`config.mk`:
```
export PLATFORM = sky130hd
export DESIGN_NAME = rmc_front
export DESIGN_NICKNAME = d
export VERILOG_FILES = /design/src/sv/rmc_pkg.sv /design/src/sv/rmc_front.sv
export SDC_FILE = /design/constraint.sdc
export NUM_CORES = 1
export LEC_CHECK = 0
export BUFFER_PORTS_ARGS = -buffer_cell sky130_fd_sc_hd__buf_2
export CORE_MARGIN = 4
export CORE_UTILIZATION = 30
export DETAILED_ROUTE_END_ITERATION = 6
export SYNTH_ARGS = -nofsm -noshare
export SYNTH_HDL_FRONTEND = slang
export SYNTH_SLANG_ARGS = --single-unit
```
`constraint.sdc`:
```
create_clock -name clk -period 8.8 [get_ports clk]
set_input_delay 0.88 -clock clk [delete_from_list [all_inputs] [get_ports clk]]
set_output_delay 0.88 -clock clk [all_outputs]
set_load 0.005 [all_outputs]
```
`src/sv/rmc_pkg.sv`:
```
// Shared types, constants and saturation helpers of the running mean and covariance block.
`default_nettype none
package rmc_pkg;
    localparam int NUM_COORDS = 6;
    localparam int NUM_PARAMS = 2;
    localparam int NUM_VALS   = NUM_COORDS + NUM_PARAMS;
    localparam int NUM_COV    = NUM_VALS * NUM_COORDS;
    localparam int NUM_STATS  = NUM_VALS + NUM_COV;
    localparam int STAT_AW    = $clog2(NUM_STATS);
    localparam int DEV_AW     = $clog2(NUM_VALS);
    localparam int COL_W      = $clog2(NUM_COORDS);
    localparam int VAL_W      = 18;
    localparam int STAT_W     = 48;
    localparam int DEV_W      = 32;
    localparam int CNT_W      = 32;
    localparam int IDX_W      = 6;
    localparam int DIV_W      = 50;
    localparam int DIV_CW     = $clog2(DIV_W + 1);

    typedef enum logic {
        OP_ACCUM,
        OP_READ
    } op_t;

    typedef struct packed {
        op_t                            op;
        logic [NUM_VALS-1:0][VAL_W-1:0] vals;
    } item_t;

    typedef enum logic [3:0] {
        BK_IDLE,
        BK_M_RD,
        BK_M_DIV,
        BK_M_WAIT,
        BK_C_ROW,
        BK_C_ROWL,
        BK_C_RD,
        BK_C_MUL,
        BK_C_D1,
        BK_C_W1,
        BK_C_D2,
        BK_C_W2,
        BK_R_ISSUE,
        BK_R_LOAD
    } back_state_t;

    // 53-bit signed to 48-bit signed, saturating
    function automatic logic signed [STAT_W-1:0] sat_stat(input logic signed [52:0] v);
        logic same;
        same = (&v[52:47]) || !(|v[52:47]);
        if (same)
            return v[STAT_W-1:0];
        else if (v[52])
            return {1'b1, {(STAT_W-1){1'b0}}};
        else
            return {1'b0, {(STAT_W-1){1'b1}}};
    endfunction

    // 50-bit signed to +-(2^31-1)
    function automatic logic signed [DEV_W-1:0] sat_dev(input logic signed [49:0] v);
        logic same;
        logic minval;
        same   = (&v[49:31]) || !(|v[49:31]);
        minval = v[31] && !(|v[30:0]);
        if (same && !minval)
            return v[DEV_W-1:0];
        else if (v[49])
            return {1'b1, {(DEV_W-2){1'b0}}, 1'b1};
        else
            return {1'b0, {(DEV_W-1){1'b1}}};
    endfunction
endpackage
`default_nettype wire

```
`src/sv/rmc_front.sv`:
```
// Input side: takes beats, classifies the command and holds them in a two-entry queue.
`default_nettype none
module rmc_front import rmc_pkg::*; (
    input  wire logic                           clk,
    input  wire logic                           rst_n,
    input  wire logic                           in_valid,
    output logic                                in_ready,
    input  wire logic                           command,
    input  wire logic [NUM_VALS-1:0][VAL_W-1:0] vals,
    output logic                                q_valid,
    input  wire logic                           q_pop,
    output item_t                               q_item
);
    item_t       slot_reg [2];
    logic        wr_ptr_reg, wr_ptr_next;
    logic        rd_ptr_reg, rd_ptr_next;
    logic [1:0]  fill_reg, fill_next;
    logic        push;
    logic        pop;
    item_t       new_item;

    assign in_ready    = (fill_reg != 2'd2);
    assign q_valid     = (fill_reg != 2'd0);
    assign push        = in_valid && in_ready;
    assign pop         = q_pop && q_valid;
    assign q_item      = slot_reg[rd_ptr_reg];
    assign new_item.op   = command ? OP_READ : OP_ACCUM;
    assign new_item.vals = vals;

    always_comb
    begin
        wr_ptr_next = push ? !wr_ptr_reg : wr_ptr_reg;
        rd_ptr_next = pop ? !rd_ptr_reg : rd_ptr_reg;
        fill_next   = fill_reg + {1'b0, push} - {1'b0, pop};
    end

    always_ff @(posedge clk or negedge rst_n)
    begin
        if (!rst_n)
        begin
            wr_ptr_reg <= 1'b0;
            rd_ptr_reg <= 1'b0;
            fill_reg   <= 2'd0;
        end
        else
        begin
            wr_ptr_reg <= wr_ptr_next;
            rd_ptr_reg <= rd_ptr_next;
            fill_reg   <= fill_next;
        end
    end

    always_ff @(posedge clk)
    begin
        if (push)
            slot_reg[wr_ptr_reg] <= new_item;
    end
endmodule
`default_nettype wire

```
==> impl_metrics.ini <==
[route]
count_of_antenna_violating_nets_left_after_detailed_routing = 0
number_of_vias_per_cell = 4.313
dr.pass1.iters = 4
wl_um = 23160
post_drt_wl_per_cell_um = 18.18
num_vias = 5495
final_routed_drc_violation_total = 0
drt_first_iter_violations = 166

[sta]
fin_crit_sh_pct = 40.26
final.min_clock_period_ps = 3543
max_slew_margin_pct = 40.77
actual_slew_at_the_worst_max_slew_pin_ps = 888.4
unrepaired_setup_endpoints_after_global_routing = no
setup_failing_eps_final = 0
finClkSkew_ps = 12.02
final-hold-violation-count = 0
hold_slack_ps = 126.0
f_max_mhz = 282.2
maxSlewViolCount = 0
totalNegativeSetupSlack_ps = 0
fin_ws_ps = 5257

[critical_path]
crit_path_start = rd_ptr_reg
critical_path_class = register to output pin
timing.critical_path.from_type = register
cp_data_required_time_ps = 7920
critical_path.slowest_cell = sky130_fd_sc_hd__buf_4
worstPathCellList = buf_4, mux2_2, buf_2
worst-endpoint-arrival_ps = 2660
critPathMaxFanout = 63
worst_r2r_startpoint = fill_reg[0]
crit_path_end_kind = output pin
cp_slowest_stage_delay_ps = 720

[global_routing]
overflow = 0
grt_pass1_wl_um = 34330
global_routing_usage_summed_across_all_routing_layers_pct = 11.29
first_global_vias = 6013
grt_antenna_before_repair = 5
grt_max_degree = 64

[synthesis]
yosys.area_share.simple_pct = 0.5594
synth_top_area_share_pct = 81.11
synth_fa_ha_area_share_pct = 0.1165
ys_top_cells_by_count = sky130_fd_sc_hd__edfxtp_1 (290), sky130_fd_sc_hd__mux2_2 (145), sky130_fd_sc_hd__buf_6 (14), sky130_fd_sc_hd__dfrtp_1 (4)
yosys.area.top_type = sky130_fd_sc_hd__edfxtp_1
dominantRegCellSynth = sky130_fd_sc_hd__edfxtp_1
mux_contribution_to_synthesized_area_pct = 15.21
netlist-cell-type-count = 18
syn_area_um2 = 10740
synth_compound_gate_area_share_pct = 0.2214
synthMostInstantiatedCell = sky130_fd_sc_hd__edfxtp_1
syn_inst = 473
yosys-top-cells-area = sky130_fd_sc_hd__edfxtp_1 (81%), sky130_fd_sc_hd__mux2_2 (15%), sky130_fd_sc_hd__buf_6 (1.5%)
synth-edff-count = 290
yosys_register_bits = 294
post_synth_xor_xnor_area_pct = 0.2447
mean_post_synth_cell_area_um2 = 22.70
async_flop_share_pct = 1.361
synth_top_family_by_area = multiplexers
yosysSeqAreaShare_pct = 82.04
synthesized_netlist_net_count = 623
yosys_warnings = 0

[pwr]
leakage_uw = 0.005022
vdd_drop_max_mv = 0.1652
pwr_density_cell_nw_per_um2 = 322.1
finalPower_uw = 4392

[final_layout]
multiInputGateArea_um2 = 1767
area_delta_synth_final_pct = 27.01
proportion_of_layout_cells_with_a_drive_suffix_above_1_pct = 60.84
nNetsFinal = 942
area.sequential_um2 = 8812
layout.core_utilization_pct = 38.53
largest_register_ff_count = 290
fillers = 3345

[cts]
holdBufCountCts = 0
postCtsResizedCells = 0
cts.path.max_buffers = 3
cts_tree = yes
clk-insertion-delay-late_ps = 550
cts_setup_buffers = 0
cts_made_buffers = 31
cts.clk_slew.worst_paths_ps = 60
clock_tree.root_cell = sky130_fd_sc_hd__clkbuf_16
numClockSinks = 294
htreeDepth = 1

[floorplan]
std_cell_rows = 69
chipHeight_um = 197.2
initial_core_util_pct = 30.33
design.die.area_um2 = 38880
io-pin-count = 296
core_region_area_um2 = 35400
die-width_um = 197.2

[placed_design]
dp_slack_ps = 5805
place_hpwl_um = 15430
port-buffer-count = 295
gp_congestion = 0.6875

[run_status]
outcome = completed

[run]
number_of_maximum_capacitance_constraint_violations = 0

[worst_hold_path]
hold_class = input port to asynchronous set/reset pin
## critical path: cells and delay by family, from the launching register on
family,cells,cell delay [ps]
buf+inv,2,850
flops,1,710
mux,1,420
## power breakdown
part	switching [µW]	internal (µW)
Clock	501	723
Sequential	94.6	1920
Combinational	594	563
Total	1190	3200
## worst paths after layout
| kind | endpoint | slack, ps | cells after the start |
|---|---|---|---|
| worst max-delay path | q_item[48] | 5260 | 3 |
| max in group asynchronous | rd_ptr_reg | 8540 | 1 |
| worst max register to register | slot_reg[0][97] | 6300 | 5 |
| worst min-delay path | fill_reg[1] | 130 | 1 |
| min in group clk | slot_reg[1][132] | 520 | 1 |
| worst min register to register | wr_ptr_reg | 560 | 1 |
## layer usage
metal / track usage [%] / wire length [µm] / part of all wire [%]
met2: 18.69 / 11170 / 48
met3: 4.418 / 2128 / 9.2
met5: 0 / 58 / 0.25
met4: 3.647 / 706 / 3.0
met1: 13.62 / 9091 / 39
## area by class of cell
| type | instances | area share (%) |
|---|---|---|
| clock inverters | 18 | 1.165 |
| repair buffers | 302 | 11.21 |
| well taps | 461 | 4.230 |
| clock buffers | 35 | 5.799 |
| multi-input cells | 163 | 12.96 |
| diodes | 1 | 0.01835 |
| flip-flops and latches | 294 | 64.62 |
## placed cells by master, fill, tap and decap left out, types with 2 or more instances in the layout
cell,count
sky130_fd_sc_hd__buf_2,295
sky130_fd_sc_hd__buf_4,7
sky130_fd_sc_hd__bufinv_16,3
sky130_fd_sc_hd__clkbuf_1,4
sky130_fd_sc_hd__clkbuf_16,31
sky130_fd_sc_hd__clkinv_1,7
sky130_fd_sc_hd__clkinv_2,7
sky130_fd_sc_hd__dfrtp_1,3
sky130_fd_sc_hd__edfxtp_1,290
sky130_fd_sc_hd__mux2_2,145
sky130_fd_sc_hd__nand2_1,2
sky130_fd_sc_hd__nor2_1,2
sky130_fd_sc_hd__xnor2_1,3
## through the flow
step / instances / instance area, µm²
6_report: 1274 / 13640
3_3_place_gp: 1220 / 12680
3_5_place_dp: 1220 / 12680
4_1_cts: 1273 / 13630
2_1_floorplan: 473 / 10740
5_1_grt: 1273 / 13630
## kinds of logic (layout without fill, tap and decap cells)
family / count (synthesis) / after routing
AOI/OAI and AO/OA: 3 / 3
xor gates and xnor gates: 3 / 3
adders and majority gates: 1 / 1
buffers and inverters: 16 / 355
DFF: 294 / 294
muxes: 145 / 145
other: 0 / 1
and+or+nand+nor: 11 / 11
Power figures use the tool's default switching activity.
